`config.mk`:
```
export PLATFORM = sky130hd
export DESIGN_NAME = lidar_scan_three_char_decoder_flat
export DESIGN_NICKNAME = d
export VERILOG_FILES = /design/src/rtl/core/lstd_pkg.sv /design/src/rtl/core/lstd_in_if.sv /design/src/rtl/core/lstd_out_if.sv /design/src/rtl/core/lidar_scan_three_char_decoder.sv /design/src/rtl/core/lstd_front.sv /design/src/rtl/core/lstd_fifo.sv /design/src/rtl/core/lstd_back.sv /design/src/flat_wrapper.sv
export VERILOG_INCLUDE_DIRS = /design/src /design/src/rtl/core
export SDC_FILE = /design/constraint.sdc
export NUM_CORES = 1
export LEC_CHECK = 0
export BUFFER_PORTS_ARGS = -buffer_cell sky130_fd_sc_hd__buf_4
export CORE_UTILIZATION = 60
export CTS_CLUSTER_DIAMETER = 50
export CTS_CLUSTER_SIZE = 25
export DETAILED_ROUTE_END_ITERATION = 12
export PLACE_DENSITY = 0.8
export SYNTH_ARGS = -nofsm -noshare
export SYNTH_HDL_FRONTEND = slang
export SYNTH_SLANG_ARGS = --single-unit
export TNS_END_PERCENT = 20
```
`constraint.sdc`:
```
create_clock -name clk -period 7.98 [get_ports clk]
set_input_delay 0.399 -clock clk [delete_from_list [all_inputs] [get_ports clk]]
set_output_delay 0.399 -clock clk [all_outputs]
set_load 0.01 [all_outputs]
```
`src/rtl/core/assert_macros.svh`:
```
// Assertion macros shared by the decoder RTL.
// Expects clk and rst_n in scope at the point of use.
`ifndef ASSERT_MACROS_SVH
`define ASSERT_MACROS_SVH

// Same-cycle implication.
`define LSTD_ASSERT_NOW(lbl, ante, cons, msg) \
  lbl: assert property (@(posedge clk) disable iff (!rst_n) (ante) |-> (cons)) \
    else $error(msg);

// Next-cycle implication.
`define LSTD_ASSERT_NEXT(lbl, ante, cons, msg) \
  lbl: assert property (@(posedge clk) disable iff (!rst_n) (ante) |=> (cons)) \
    else $error(msg);

`endif

```
`src/rtl/core/lstd_pkg.sv`:
```
// Shared types and constants of the three-character range decoder.
// No dependencies.
package lstd_pkg;

  localparam int RANGE_W       = 18;
  localparam int STEP_W        = 10;
  localparam int ANGLE_STEP_W  = 18;
  localparam int ANGLE_OFS_W   = 26;
  localparam int ANGLE_W       = 22;
  localparam int ANGLE_SHIFT   = 8;
  localparam int CFG_IDX_W     = 3;
  localparam int CFG_DATA_W    = 26;

  localparam logic [7:0] LF_BYTE      = 8'd10;
  localparam logic [7:0] CHAR_BIAS    = 8'd48;
  localparam logic [1:0] HEADER_LINES = 2'd3;
  localparam logic [1:0] LAST_PHASE   = 2'd2;

  localparam int QDEPTH = 4;
  localparam int QPTR_W = $clog2(QDEPTH);

  localparam logic [RANGE_W-1:0]      MIN_RANGE_RST    = 18'd20;
  localparam logic [STEP_W-1:0]       FIRST_STEP_RST   = 10'd86;
  localparam logic [STEP_W-1:0]       LAST_STEP_RST    = 10'd596;
  localparam logic [ANGLE_STEP_W-1:0] ANGLE_STEP_RST   = 18'd103042;
  localparam logic [ANGLE_OFS_W-1:0]  ANGLE_OFS_RST    = 26'd8784529;

  typedef enum logic [CFG_IDX_W-1:0] {
    REG_MIN_RANGE,
    REG_FIRST_STEP,
    REG_LAST_STEP,
    REG_ANGLE_STEP,
    REG_ANGLE_OFFSET
  } reg_idx_t;

  typedef struct packed {
    logic [RANGE_W-1:0]      min_range;
    logic [STEP_W-1:0]       first_step;
    logic [STEP_W-1:0]       last_step;
    logic [ANGLE_STEP_W-1:0] angle_step;
    logic [ANGLE_OFS_W-1:0]  angle_offset;
  } cfg_t;

  typedef struct packed {
    logic               is_end;
    logic [RANGE_W-1:0] raw;
  } qentry_t;

  typedef struct packed {
    logic    valid;
    qentry_t entry;
  } push_t;

endpackage

```
`src/rtl/core/lstd_in_if.sv`:
```
// Byte input channel of the decoder.
// Depends on nothing.
interface lstd_in_if;
  logic       valid;
  logic       ready;
  logic [7:0] rx_byte;

  modport source (output valid, output rx_byte, input ready);
  modport sink (input valid, input rx_byte, output ready);
endinterface

```
`src/rtl/core/lstd_out_if.sv`:
```
// Result channel of the decoder.
// Depends on nothing.
interface lstd_out_if;
  logic               valid;
  logic               ready;
  logic [17:0]        range_mm;
  logic [9:0]         step_index;
  logic signed [21:0] angle_q16;
  logic               end_of_scan;

  modport source (output valid, output range_mm, output step_index, output angle_q16,
                  output end_of_scan, input ready);
  modport sink (input valid, input range_mm, input step_index, input angle_q16,
                input end_of_scan, output ready);
endinterface

```
`src/rtl/core/lidar_scan_three_char_decoder.sv`:
```
// Path: the byte that completes a result (the byte after its third character) writes it into
// the queue, from which it moves through the stage-A register to the output register.
// Throughput: one byte per cycle, one result per cycle while out_ch.ready is high; in_ready
// drops only while the four-entry queue is full. One step-counter by 18-bit multiply per step
// (10x18 by default). Reset: synchronous, active-low rst_n clears scan state and the queue and
// loads the configuration defaults.
module lidar_scan_three_char_decoder #(
  parameter int MAX_STEPS = 1024
) (
  input  logic                                 clk,
  input  logic                                 rst_n,
  lstd_in_if.sink                              in_ch,
  lstd_out_if.source                           out_ch,
  input  logic                                 cfg_we,
  input  logic [lstd_pkg::CFG_IDX_W-1:0]       cfg_index,
  input  logic [lstd_pkg::CFG_DATA_W-1:0]      cfg_wdata
);

  lstd_pkg::cfg_t    cfg_r, cfg_nxt;
  lstd_pkg::push_t   push;
  lstd_pkg::qentry_t head;
  logic              head_valid, full, pop, accept;

  assign in_ch.ready = !full;
  assign accept      = in_ch.valid && !full;

  always_comb begin
    cfg_nxt = cfg_r;
    if (cfg_we) begin
      case (cfg_index)
        lstd_pkg::REG_MIN_RANGE:    cfg_nxt.min_range    = cfg_wdata[lstd_pkg::RANGE_W-1:0];
        lstd_pkg::REG_FIRST_STEP:   cfg_nxt.first_step   = cfg_wdata[lstd_pkg::STEP_W-1:0];
        lstd_pkg::REG_LAST_STEP:    cfg_nxt.last_step    = cfg_wdata[lstd_pkg::STEP_W-1:0];
        lstd_pkg::REG_ANGLE_STEP:   cfg_nxt.angle_step   = cfg_wdata[lstd_pkg::ANGLE_STEP_W-1:0];
        lstd_pkg::REG_ANGLE_OFFSET: cfg_nxt.angle_offset = cfg_wdata[lstd_pkg::ANGLE_OFS_W-1:0];
        default: cfg_nxt = cfg_r;
      endcase
    end
  end

  always_ff @(posedge clk) begin
    if (!rst_n) begin
      cfg_r.min_range    <= lstd_pkg::MIN_RANGE_RST;
      cfg_r.first_step   <= lstd_pkg::FIRST_STEP_RST;
      cfg_r.last_step    <= lstd_pkg::LAST_STEP_RST;
      cfg_r.angle_step   <= lstd_pkg::ANGLE_STEP_RST;
      cfg_r.angle_offset <= lstd_pkg::ANGLE_OFS_RST;
    end else begin
      cfg_r <= cfg_nxt;
    end
  end

  lstd_front u_front (
    .clk     (clk),
    .rst_n   (rst_n),
    .accept  (accept),
    .rx_byte (in_ch.rx_byte),
    .push    (push)
  );

  lstd_fifo u_fifo (
    .clk        (clk),
    .rst_n      (rst_n),
    .push       (push),
    .pop        (pop),
    .head       (head),
    .head_valid (head_valid),
    .full       (full)
  );

  lstd_back #(
    .MAX_STEPS (MAX_STEPS)
  ) u_back (
    .clk         (clk),
    .rst_n       (rst_n),
    .cfg         (cfg_r),
    .entry       (head),
    .entry_valid (head_valid),
    .pop         (pop),
    .out         (out_ch)
  );

endmodule

```
`src/rtl/core/lstd_front.sv`:
```
// Front end: header skip, checksum drop, character grouping and end-of-scan markers.
// Depends on lstd_pkg.
module lstd_front (
  input  logic           clk,
  input  logic           rst_n,
  input  logic           accept,
  input  logic [7:0]     rx_byte,
  output lstd_pkg::push_t push
);

  logic [1:0]  hdr_r, hdr_nxt;
  logic        lf_r, lf_nxt;
  logic [7:0]  held_r, held_nxt;
  logic        held_vld_r, held_vld_nxt;
  logic [11:0] grp_r, grp_nxt;
  logic [1:0]  phase_r, phase_nxt;
  logic [7:0]  unbiased;
  logic [5:0]  digit;

  assign unbiased = held_r - lstd_pkg::CHAR_BIAS;
  assign digit    = unbiased[5:0];

  always_comb begin
    hdr_nxt      = hdr_r;
    lf_nxt       = lf_r;
    held_nxt     = held_r;
    held_vld_nxt = held_vld_r;
    grp_nxt      = grp_r;
    phase_nxt    = phase_r;
    push         = '0;
    if (accept) begin
      if (hdr_r < lstd_pkg::HEADER_LINES) begin
        lf_nxt = (rx_byte == lstd_pkg::LF_BYTE);
        if (rx_byte == lstd_pkg::LF_BYTE) begin
          hdr_nxt = hdr_r + 2'd1;
        end
      end else if (rx_byte == lstd_pkg::LF_BYTE) begin
        if (lf_r) begin
          // blank line: end marker, fresh scan
          push.valid        = 1'b1;
          push.entry.is_end = 1'b1;
          hdr_nxt           = '0;
          lf_nxt            = 1'b0;
          held_nxt          = '0;
          held_vld_nxt      = 1'b0;
          grp_nxt           = '0;
          phase_nxt         = '0;
        end else begin
          // held char is the checksum
          held_vld_nxt = 1'b0;
          lf_nxt       = 1'b1;
        end
      end else begin
        lf_nxt = 1'b0;
        if (held_vld_r) begin
          if (phase_r < lstd_pkg::LAST_PHASE) begin
            grp_nxt   = {grp_r[5:0], digit};
            phase_nxt = phase_r + 2'd1;
          end else begin
            push.valid     = 1'b1;
            push.entry.raw = {grp_r, digit};
            grp_nxt        = '0;
            phase_nxt      = '0;
          end
        end
        held_nxt     = rx_byte;
        held_vld_nxt = 1'b1;
      end
    end
  end

  always_ff @(posedge clk) begin
    if (!rst_n) begin
      hdr_r      <= '0;
      lf_r       <= 1'b0;
      held_r     <= '0;
      held_vld_r <= 1'b0;
      grp_r      <= '0;
      phase_r    <= '0;
    end else begin
      hdr_r      <= hdr_nxt;
      lf_r       <= lf_nxt;
      held_r     <= held_nxt;
      held_vld_r <= held_vld_nxt;
      grp_r      <= grp_nxt;
      phase_r    <= phase_nxt;
    end
  end

endmodule

```
`src/rtl/core/lstd_fifo.sv`:
```
// Short queue between front and back end.
// Depends on lstd_pkg and assert_macros.svh.
`include "assert_macros.svh"

module lstd_fifo (
  input  logic              clk,
  input  logic              rst_n,
  input  lstd_pkg::push_t   push,
  input  logic              pop,
  output lstd_pkg::qentry_t head,
  output logic              head_valid,
  output logic              full
);

  localparam logic [lstd_pkg::QPTR_W:0] DEPTH_CNT = (lstd_pkg::QPTR_W + 1)'(lstd_pkg::QDEPTH);

  lstd_pkg::qentry_t           mem_r [lstd_pkg::QDEPTH];
  logic [lstd_pkg::QPTR_W-1:0] wr_r, wr_nxt;
  logic [lstd_pkg::QPTR_W-1:0] rd_r, rd_nxt;
  logic [lstd_pkg::QPTR_W:0]   cnt_r, cnt_nxt;

  assign head       = mem_r[rd_r];
  assign head_valid = (cnt_r != '0);
  assign full       = (cnt_r == DEPTH_CNT);

  always_comb begin
    wr_nxt  = push.valid ? wr_r + 1'b1 : wr_r;
    rd_nxt  = pop ? rd_r + 1'b1 : rd_r;
    cnt_nxt = cnt_r;
    if (push.valid && !pop) begin
      cnt_nxt = cnt_r + 1'b1;
    end else if (!push.valid && pop) begin
      cnt_nxt = cnt_r - 1'b1;
    end
  end

  always_ff @(posedge clk) begin
    if (push.valid) begin
      mem_r[wr_r] <= push.entry;
    end
  end

  always_ff @(posedge clk) begin
    if (!rst_n) begin
      wr_r  <= '0;
      rd_r  <= '0;
      cnt_r <= '0;
    end else begin
      wr_r  <= wr_nxt;
      rd_r  <= rd_nxt;
      cnt_r <= cnt_nxt;
    end
  end

  `LSTD_ASSERT_NOW(a_no_push_full, push.valid, !full, "push into full queue")
  `LSTD_ASSERT_NOW(a_no_pop_empty, pop, head_valid, "pop from empty queue")
  `LSTD_ASSERT_NEXT(a_cnt_track, push.valid && !pop, cnt_r == $past(cnt_r) + 1'b1, "count lost push")

endmodule

```
`src/rtl/core/lstd_back.sv`:
```
// Back end: range filter, step window, angle multiply and output register.
// Depends on lstd_pkg, lstd_out_if and assert_macros.svh.
`include "assert_macros.svh"

module lstd_back #(
  parameter int MAX_STEPS = 1024
) (
  input  logic              clk,
  input  logic              rst_n,
  input  lstd_pkg::cfg_t    cfg,
  input  lstd_pkg::qentry_t entry,
  input  logic              entry_valid,
  output logic              pop,
  lstd_out_if.source        out
);

  localparam int CNT_W = $clog2(MAX_STEPS);
  localparam int SW    = (CNT_W > lstd_pkg::STEP_W) ? CNT_W : lstd_pkg::STEP_W;
  localparam int PW    = CNT_W + lstd_pkg::ANGLE_STEP_W;
  localparam int DW    = ((PW > lstd_pkg::ANGLE_OFS_W + 4) ? PW : lstd_pkg::ANGLE_OFS_W + 4) + 1;
  localparam logic [CNT_W-1:0] CNT_LAST = CNT_W'(MAX_STEPS - 1);

  logic [CNT_W-1:0]            cnt_r, cnt_nxt;
  logic [lstd_pkg::RANGE_W-1:0] lgr_r, lgr_nxt;
  logic                        a_vld_r, a_vld_nxt;
  logic                        a_end_r;
  logic [lstd_pkg::RANGE_W-1:0] a_range_r;
  logic [lstd_pkg::STEP_W-1:0] a_step_r;
  logic [PW-1:0]               a_prod_r;
  logic                        out_vld_r, out_vld_nxt;
  logic [lstd_pkg::RANGE_W-1:0] out_range_r;
  logic [lstd_pkg::STEP_W-1:0] out_step_r;
  logic signed [lstd_pkg::ANGLE_W-1:0] out_angle_r;
  logic                        out_end_r;

  logic                        b_load, a_free, in_win, good;
  logic [SW-1:0]               step_ext;
  logic [lstd_pkg::RANGE_W-1:0] filt;
  logic signed [DW-1:0]        diff;

  assign b_load   = a_vld_r && (!out_vld_r || out.ready);
  assign a_free   = !a_vld_r || b_load;
  assign pop      = entry_valid && a_free;
  assign step_ext = SW'(cnt_r);
  assign in_win   = (step_ext >= SW'(cfg.first_step)) && (step_ext <= SW'(cfg.last_step));
  assign good     = entry.raw > cfg.min_range;
  assign filt     = good ? entry.raw : lgr_r;
  assign diff     = $signed(DW'(a_prod_r)) - $signed(DW'(cfg.angle_offset));

  assign out.valid       = out_vld_r;
  assign out.range_mm    = out_range_r;
  assign out.step_index  = out_step_r;
  assign out.angle_q16   = out_angle_r;
  assign out.end_of_scan = out_end_r;

  always_comb begin
    cnt_nxt   = cnt_r;
    lgr_nxt   = lgr_r;
    a_vld_nxt = a_vld_r;
    if (pop) begin
      a_vld_nxt = entry.is_end || in_win;
      if (entry.is_end) begin
        cnt_nxt = '0;
        lgr_nxt = cfg.min_range;
      end else begin
        cnt_nxt = (cnt_r == CNT_LAST) ? '0 : cnt_r + 1'b1;
        if (good) begin
          lgr_nxt = entry.raw;
        end
      end
    end else if (b_load) begin
      a_vld_nxt = 1'b0;
    end
    out_vld_nxt = b_load ? 1'b1 : (out.ready ? 1'b0 : out_vld_r);
  end

  always_ff @(posedge clk) begin
    if (pop) begin
      a_end_r   <= entry.is_end;
      a_range_r <= entry.is_end ? '0 : filt;
      a_step_r  <= step_ext[lstd_pkg::STEP_W-1:0];
      a_prod_r  <= PW'(cnt_r) * PW'(cfg.angle_step);
    end
    if (b_load) begin
      out_range_r <= a_range_r;
      out_step_r  <= a_step_r;
      out_end_r   <= a_end_r;
      out_angle_r <= a_end_r ? '0 : diff[lstd_pkg::ANGLE_SHIFT +: lstd_pkg::ANGLE_W];
    end
  end

  always_ff @(posedge clk) begin
    if (!rst_n) begin
      cnt_r     <= '0;
      lgr_r     <= lstd_pkg::MIN_RANGE_RST;
      a_vld_r   <= 1'b0;
      out_vld_r <= 1'b0;
    end else begin
      cnt_r     <= cnt_nxt;
      lgr_r     <= lgr_nxt;
      a_vld_r   <= a_vld_nxt;
      out_vld_r <= out_vld_nxt;
    end
  end

  `LSTD_ASSERT_NEXT(a_scan_restart, pop && entry.is_end, cnt_r == '0 && lgr_r == $past(cfg.min_range), "scan state not restarted")
  `LSTD_ASSERT_NEXT(a_stage_hold, a_vld_r && !b_load, a_vld_r, "stage A item dropped")
  `LSTD_ASSERT_NOW(a_marker_zero, out_vld_r && out_end_r, out_range_r == '0 && out_angle_r == '0, "end marker carries data")

endmodule
```
`src/flat_wrapper.sv`:
```
// flat-port wrapper written by rule: the top's interface ports become plain ports
module lidar_scan_three_char_decoder_flat 
#(
  parameter int MAX_STEPS = 1024
)
  (clk, rst_n, cfg_we, cfg_index, cfg_wdata, in_ch_valid, in_ch_rx_byte, in_ch_ready, out_ch_valid, out_ch_range_mm, out_ch_step_index, out_ch_angle_q16, out_ch_end_of_scan, out_ch_ready);
  lstd_in_if in_ch_i ();
  lstd_out_if out_ch_i ();
  input  logic clk;
  input  logic rst_n;
  input  logic cfg_we;
  input  logic [lstd_pkg::CFG_IDX_W-1:0] cfg_index;
  input  logic [lstd_pkg::CFG_DATA_W-1:0] cfg_wdata;
  input wire logic [$bits(in_ch_i.valid)-1:0] in_ch_valid;
  input wire logic [$bits(in_ch_i.rx_byte)-1:0] in_ch_rx_byte;
  output wire logic [$bits(in_ch_i.ready)-1:0] in_ch_ready;
  output wire logic [$bits(out_ch_i.valid)-1:0] out_ch_valid;
  output wire logic [$bits(out_ch_i.range_mm)-1:0] out_ch_range_mm;
  output wire logic [$bits(out_ch_i.step_index)-1:0] out_ch_step_index;
  output wire logic [$bits(out_ch_i.angle_q16)-1:0] out_ch_angle_q16;
  output wire logic [$bits(out_ch_i.end_of_scan)-1:0] out_ch_end_of_scan;
  input wire logic [$bits(out_ch_i.ready)-1:0] out_ch_ready;
  assign in_ch_i.valid = in_ch_valid;
  assign in_ch_i.rx_byte = in_ch_rx_byte;
  assign in_ch_ready = in_ch_i.ready;
  assign out_ch_valid = out_ch_i.valid;
  assign out_ch_range_mm = out_ch_i.range_mm;
  assign out_ch_step_index = out_ch_i.step_index;
  assign out_ch_angle_q16 = out_ch_i.angle_q16;
  assign out_ch_end_of_scan = out_ch_i.end_of_scan;
  assign out_ch_i.ready = out_ch_ready;
  lidar_scan_three_char_decoder #(.MAX_STEPS(MAX_STEPS)) u_core (.clk(clk), .rst_n(rst_n), .in_ch(in_ch_i), .out_ch(out_ch_i), .cfg_we(cfg_we), .cfg_index(cfg_index), .cfg_wdata(cfg_wdata));
endmodule
```
==> results of run 1 <==
[sequential cells by signal, indices dropped and copies added, names as in the netlist, 10 cells and up, named ones only]
signal / flops
u_core.cfg_r: 82
u_core.u_fifo.mem_r: 76
u_core.u_back.a_prod_r: 28
u_core.u_back.out.angle_q16: 21
u_core.u_back.a_range_r: 18
u_core.u_back.lgr_r: 18
u_core.u_back.out.range_mm: 18
u_core.u_front.grp_r: 12
u_core.u_back.a_step_r: 10
u_core.u_back.cnt_r: 10
u_core.u_back.out.step_index: 10
[cells in the mapped netlist (40+ instances only)]
cell type  count
nand2_1      282
clkbuf_1      88
ha_1         133
edfxtp_1     183
o211ai_1      40
a21boi_0      74
and2_1       115
nor2_1        78
a21oi_1       52
inv_1        206
dfxtp_1      145
fa_1         127
nand3_1       53
[cells by family after synthesis]
kind of cell	Yosys count	share of synthesized area
xor+xnor	49	0.0216
buf+inv	305	0.0588
flops	328	0.422
compound gates	285	0.0976
simple gates	643	0.154
fa+ha+maj	260	0.211
mux	45	0.0346
[how the worst min path moves through the flow]
stage | from | depth (start not counted) | slack, ns | to
final | cfg_wdata[18] | 3 | 0.06 | u_core.cfg_r[18]$_SDFFE_PN1P_
after floorplan | u_core.u_back.a_range_r[0]$_SDFFCE_PP0P_ | 0 | 0.40 | u_core.u_back.out.range_mm[0]$_DFFE_PP_
after global routing | cfg_wdata[18] | 3 | 0.07 | u_core.cfg_r[18]$_SDFFE_PN1P_
after detailed placement | u_core.u_back.a_range_r[0]$_SDFFCE_PP0P_ | 0 | 0.40 | u_core.u_back.out.range_mm[0]$_DFFE_PP_
after global placement | u_core.u_back.a_range_r[14]$_SDFFCE_PP0P_ | 0 | 0.40 | u_core.u_back.out.range_mm[14]$_DFFE_PP_
after CTS | in_ch_rx_byte[2] | 3 | 0.04 | u_core.u_front.held_r[2]$_SDFFE_PN0P_
[where the power goes]
part           leakage [nW]  switching [mW]  internal [mW]  total, mW
logic                  5.77          0.0696         0.0397      0.109
clock network         0.553           0.756          0.839       1.60
registers              2.90          0.0143           1.78       1.79
[worst reg2reg max path, delay by kind of cell (launching register included)]
kind	cells	cell delay, ns
AOI/OAI and AO/OA	4	0.77
and+or+nand+nor	5	1.22
adders and majority gates	6	2.98
DFF	1	0.92
buffers and inverters	3	0.14
[layout by cell type, fill, tap and decap left out, types with 6 or more instances in the layout]
cell type and n:
a211oi_1 13, a21boi_0 74, a21o_1 21, a21oi_1 52, a31oi_1 6, and2_1 115
and3_1 14, buf_4 105, clkbuf_16 31, clkinv_8 8, dfxtp_1 145, edfxtp_1 183
fa_1 127, ha_1 133, inv_1 205, mux2i_1 25, mux4_2 19, nand2_1 282
nand2b_1 10, nand3_1 53, nand4_1 29, nor2_1 78, nor2b_1 28, nor3_1 17
o211ai_1 40, o21a_1 7, o21ai_0 37, o21bai_1 9, xnor2_1 31, xor2_1 18
[final cells by class]
cell class                      instances  area (sq um)  share of cell area
Timing Repair Buffer                  105           788              0.0358
Inverter                              206           773              0.0351
Clock buffer                           32           779              0.0354
Multi-Input combinational cell       1282         10300               0.470
Tap cell                              442           553              0.0251
Sequential cell                       328          8400               0.382
Clock inverter                         26           370              0.0168
[routing by layer]
layer / vias to the layer above / share of wire / wire (um) / track usage
met4: 0 / 0.031 / 1410 / 0.0897
li1: 6531 / - / - / -
met5: - / 0 / 0 / 0
met2: 572 / 0.45 / 20600 / 0.438
met1: 6717 / 0.42 / 19300 / 0.376
met3: 93 / 0.097 / 4440 / 0.0632
==> metrics, run 1 <==
status completed; post-DP HPWL 32300 um; Pwr per Cell Area 159 nW/um^2; Antenna Nets Post-Route 0; Setup-failing EPs final 0; EDFF count, synth 183; post-CTS sizing 0; die height 184 um; WL per Instance 18.9 um; crit path to u_core.u_back.a_prod_r[26]$_DFFE_PP_; Skew-Pair Late Insertion Delay 0.60 ns; # fillers 2394; Final Power 3.49 mW; P_leak 9.23 nW; grt ovf 0; Critical-path top delay cell dfxtp_1; largest net degree at the start of global routing 90; clk slew on worst S/H paths 0.08 ns; pin slew with the least headroom to its limit 1.12 ns; Starting Density 0.610; register bit count reported by yosys 328; Top FF cell, synth edfxtp_1; area leader, netlist edfxtp_1; Antenna Cells 0; WP buf/inv 3; clock tree root buffer cell clkbuf_16; Worst path depth 18; total track usage 0.276; CTS Buffer Depth 3; global-route wire length before repair 72400 um; H-Tree Depth 1; DR pass1 iterations 5; CTS Hold Buffers Added 0; non-filler cells, final 2421; maximum clock frequency 0.160 GHz; start of the worst register-to-register path u_core.u_back.cnt_r[7]$_SDFFE_PN0P_; Tmin final 6.26 ns; design area 22000 sq um; share of layout cells above drive strength 1 0.101; CTS Sinks 328; startpoint types flip-flop; placed inst area 20900 sq um; # Post-CTS Setup Buffers 0; syn avg cell area 10.4 sq um; Tcrit/Tclk final 0.784; port bufs 94; Reg2Reg Capture Point u_core.u_back.a_prod_r[26]$_DFFE_PP_; initial antenna violation count 0; Synth area leaders edfxtp_1, dfxtp_1, fa_1, ha_1, nand2_1; post-placement setup slack 1.74 ns; area share of the largest cell type after synthesis 0.276; aggregate routed wire length 45700 um; Die X 184 um; Clock Skews 0.0372 ns; FF-to-FF setup slack 1.72 ns; Layout Utilization 0.675; DRC 0; hold_ws 0.0569 ns; post-synthesis sequential area ratio 0.422; Ports 95; GP Congestion 0.894; CP Cell Sequence nand2_1 > fa_1 > fa_1 > inv_1 > fa_1 > fa_1 > inv_1 > fa_1 > inv_1 > ha_1 > and3_1 > nand3_2 > or3b_4 > a31oi_4 > o21ai_2 > o21a_1 > or3_1 > a32o_1; synth unique cells 59; RSZ-0062 raised after global routing no; WS Path Type reg2reg; vias per cell 5.75; Initial DRC Count 1124; crit path launch u_core.u_back.cnt_r[7]$_SDFFE_PN0P_; WP data arrival 6.62 ns; CTS buffer count 31; Final Slew Violations 0; Die Footprint 33900 sq um; Post-Syn Nets 2217; CP endpoint kind flip-flop; CTS tree done; sum of negative setup slack 0 ns; vias in the first global route 13796; worst setup margin 1.72 ns; placed cells 2363; Rows 66; maxcap violations 0; total number of vias 13913; CP delay by family, top adder cells; most frequent CP cell fa_1; Post-layout nets 2256; Cells after Synth 1915; yosys warns 0; CP Max Fanout 24; cell area after synthesis 19900 sq um; worst reg2reg path depth 18; Async SR Flop Fraction 0; VDD IR-drop max 0.000206 V; Slew HR 0.253; Critical Path RT 8.34 ns; Fin. Hold Viols 0; Area Overhead vs Synth 10.6%; CP max stage delay 0.92 ns; min-delay worst type in2reg; Core Box Area 32600 sq um
No activity file was read; power rests on OpenSTA's default activity.
==> inputs of run 2 (changes only) <==
--- a/config.mk
+++ b/config.mk
@@ -6,6 +6,7 @@
 export SDC_FILE = /design/constraint.sdc
 export NUM_CORES = 1
 export LEC_CHECK = 0
+export ABC_AREA = 1
 export BUFFER_PORTS_ARGS = -buffer_cell sky130_fd_sc_hd__buf_4
 export CORE_UTILIZATION = 60
 export CTS_CLUSTER_DIAMETER = 50
==> constraint.sdc (replaced) <==
create_clock -name clk -period 6.3 [get_ports clk]
set_input_delay 0.315 -clock clk [delete_from_list [all_inputs] [get_ports clk]]
set_output_delay 0.315 -clock clk [all_outputs]
set_load 0.01 [all_outputs]
==> metrics, run 2 <==
post-DP HPWL 37900 um; status completed; FF-to-FF setup slack 0.77 ns; Top reg by flops u_core.cfg_r; vias in the first global route 16367; yosys warns 0; Final Power 8.12 mW; Initial DRC Count 1292; pin slew with the least headroom to its limit 1.06 ns; XOR/XNOR share of the synthesized area 0.0125; cell area after synthesis 21000 sq um; WL per Instance 17.2 um; Skew-Pair Late Insertion Delay 0.61 ns; P_leak 11.3 nW; most common cell after layout, fill and taps aside nand2_1; synth unique cells 51; DRC 0; Post-Synth Adder-Cell Area 0.200; CTS Sinks 328; total track usage 0.289; hold_sp cfg_wdata[16]; WP data arrival 5.88 ns; sum of negative setup slack 0 ns; CTS buffer count 29; start of the worst register-to-register path u_core.u_back.cnt_r[4]$_SDFFE_PN0P_; post-synthesis simple-gate area fraction 0.163; WHS Endpoint u_core.cfg_r[42]$_SDFFE_PN1P_; CP Max Fanout 23; startpoint types flip-flop; port bufs 94; CTS Buffer Depth 3; Post-layout nets 2768; CP max stage delay 1.02 ns; most frequent cells in the layout nand2_1, inv_1, a21oi_1, edfxtp_1, nor2_1; CTS Hold Buffers Added 13; Cells after Synth 2405; mux share of post-synthesis cell area 0; Tcrit/Tclk final 0.879; EDFF count, synth 183; maxcap violations 0; H-Tree Depth 1; Die X 189 um; Pwr per Cell Area 350 nW/um^2; placed inst area 22000 sq um; syn avg cell area 8.75 sq um; Top FF cell, synth edfxtp_1; Reg2Reg Capture Point u_core.u_back.a_prod_r[23]$_DFFE_PP_; clk slew on worst S/H paths 0.08 ns; RSZ-0062 raised after global routing no; Final Slew Violations 0; Fin. Hold Viols 0; Tmin final 5.53 ns; DR pass1 iterations 8; Area Overhead vs Synth 10.4%; total number of vias 16515; post-CTS sizing 0; CP endpoint kind flip-flop; Largest regs u_core.cfg_r x82, u_core.u_fifo.mem_r x76, u_core.u_back.a_prod_r x28; Clock Skews 0.0299 ns; # Post-CTS Setup Buffers 0; worst hold stages 3; initial antenna violation count 2; VDD IR-drop max 0.000317 V; CTS tree done; combinational family with the most area after synthesis adder cells; worst reg2reg path depth 20; Rows 68; WS Path Type reg2reg; Starting Density 0.609; Die Footprint 35800 sq um; Setup-failing EPs final 0; area share of the largest cell type after synthesis 0.261; Antenna Cells 0; Critical-path top delay cell dfxtp_1; GP Congestion 0.942; hold_ws 0.0109 ns; share of layout cells above drive strength 1 0.0980; Core Box Area 34500 sq um; clock tree root buffer cell clkbuf_16; area leader, netlist edfxtp_1; Async SR Flop Fraction 0; Post-Syn Nets 2707; aggregate routed wire length 50700 um; die height 189 um; Critical Path RT 6.64 ns; grt ovf 0; post-synthesis sequential area ratio 0.399; most numerous cell in the Yosys netlist nand2_1; largest net degree at the start of global routing 83; global-route wire length before repair 81800 um; maximum clock frequency 0.181 GHz; vias per cell 5.61; Antenna Nets Post-Route 0; top cells by count, synth nand2_1, inv_1, a21oi_1; Synth area leaders edfxtp_1, dfxtp_1, fa_1, nand2_1, inv_1; CP Cell Sequence nand2_1 > inv_1 > fa_1 > fa_1 > fa_1 > fa_1 > inv_1 > fa_1 > inv_1 > ha_1 > nand2_1 > inv_1 > a21oi_1 > nor2_1 > nor2_1 > nand3_1 > a21oi_1 > inv_1 > nand2_1 > nand2_1; design area 23200 sq um; min-delay worst type in2reg; Ports 95; register bit count reported by yosys 328; # fillers 2794; max FFs per register 82; Slew HR 0.294; Synth Area in Compound Gates 0.121
run 2: cell types whose count changed after synthesis, sizes merged, moves of 19 or more:
| cell | change |
|---|---|
| nand3 | +31 |
| and2 | -114 |
| nand2 | +202 |
| inv | +260 |
| nor2 | +92 |
| clkbuf | -26 |
| a21oi | +149 |
| o21ai | +109 |
| mux2i | -25 |
| mux4 | -19 |
| buf | +20 |
| a21boi | -72 |
| xnor2 | -20 |
| nor2b | -29 |
run 2: worst max path at each step:
stage / cells past startpoint / from / end
6_report: 20 / u_core.u_back.cnt_r[4]$_SDFFE_PN0P_ / u_core.u_back.a_prod_r[23]$_DFFE_PP_
5_1_grt: 20 / u_core.u_back.cnt_r[4]$_SDFFE_PN0P_ / u_core.u_back.a_prod_r[23]$_DFFE_PP_
4_1_cts: 20 / u_core.u_back.cnt_r[4]$_SDFFE_PN0P_ / u_core.u_back.a_prod_r[23]$_DFFE_PP_
3_5_place_dp: 20 / u_core.u_back.cnt_r[9]$_SDFFE_PN0P_ / u_core.u_back.a_prod_r[23]$_DFFE_PP_
3_3_place_gp: 20 / u_core.u_back.cnt_r[9]$_SDFFE_PN0P_ / u_core.u_back.a_prod_r[23]$_DFFE_PP_
2_1_floorplan: 21 / u_core.u_back.cnt_r[3]$_SDFFE_PN0P_ / u_core.u_back.a_prod_r[23]$_DFFE_PP_
run 2: cell families (layout without fill, tap and decap cells):
logic type / Yosys count / in the layout
simple gates: 788 / 788
buf+inv: 559 / 643
compound gates: 440 / 440
flops: 328 / 328
fa+ha+maj: 260 / 260
xor+xnor: 30 / 30
run 2: per-layer routing:
metal | vias up | GRT usage | routed length (um)
li1 | 7854 | - | -
met1 | 7907 | 0.402 | 21900
met2 | 658 | 0.460 | 23200
met3 | 96 | 0.0499 | 4280
met4 | 0 | 0.0918 | 1290
met5 | - | 0 | 0
run 2: area by class of cell:
type | instances | area [sq um] | area share
Timing Repair Buffer | 123 | 956 | 0.0412
Clock inverter | 21 | 287 | 0.0123
Inverter | 466 | 1750 | 0.0755
Sequential cell | 328 | 8400 | 0.362
Tap cell | 455 | 569 | 0.0245
Clock buffer | 33 | 803 | 0.0346
Multi-Input combinational cell | 1518 | 10500 | 0.450
run 2: worst max-delay path, delay by kind of cell, from the launching register on:
kind	cells	cell delay [ns]
AO/OA/AOI/OAI	2	0.43
flip-flops	1	1.02
AND/OR/NAND/NOR	7	0.64
buffers and inverters	5	0.32
adder cells (fa/ha/maj)	6	2.86
run 2: report_power, final:
| part | total [mW] | internal, mW | switching (mW) |
|---|---|---|---|
| Clock | 1.97 | 1.00 | 0.961 |
| Sequential | 2.99 | 2.78 | 0.207 |
| Combinational | 3.16 | 1.03 | 2.14 |
run 2: through the flow:
step	util	setup WS (ns)	instances
after floorplan	-	1.08	2405
after global placement	0.637	0.916	2877
after detailed placement	0.637	0.842	2877
after CTS	0.672	0.795	2944
after global routing	0.672	0.421	2944
final	0.672	0.765	2944
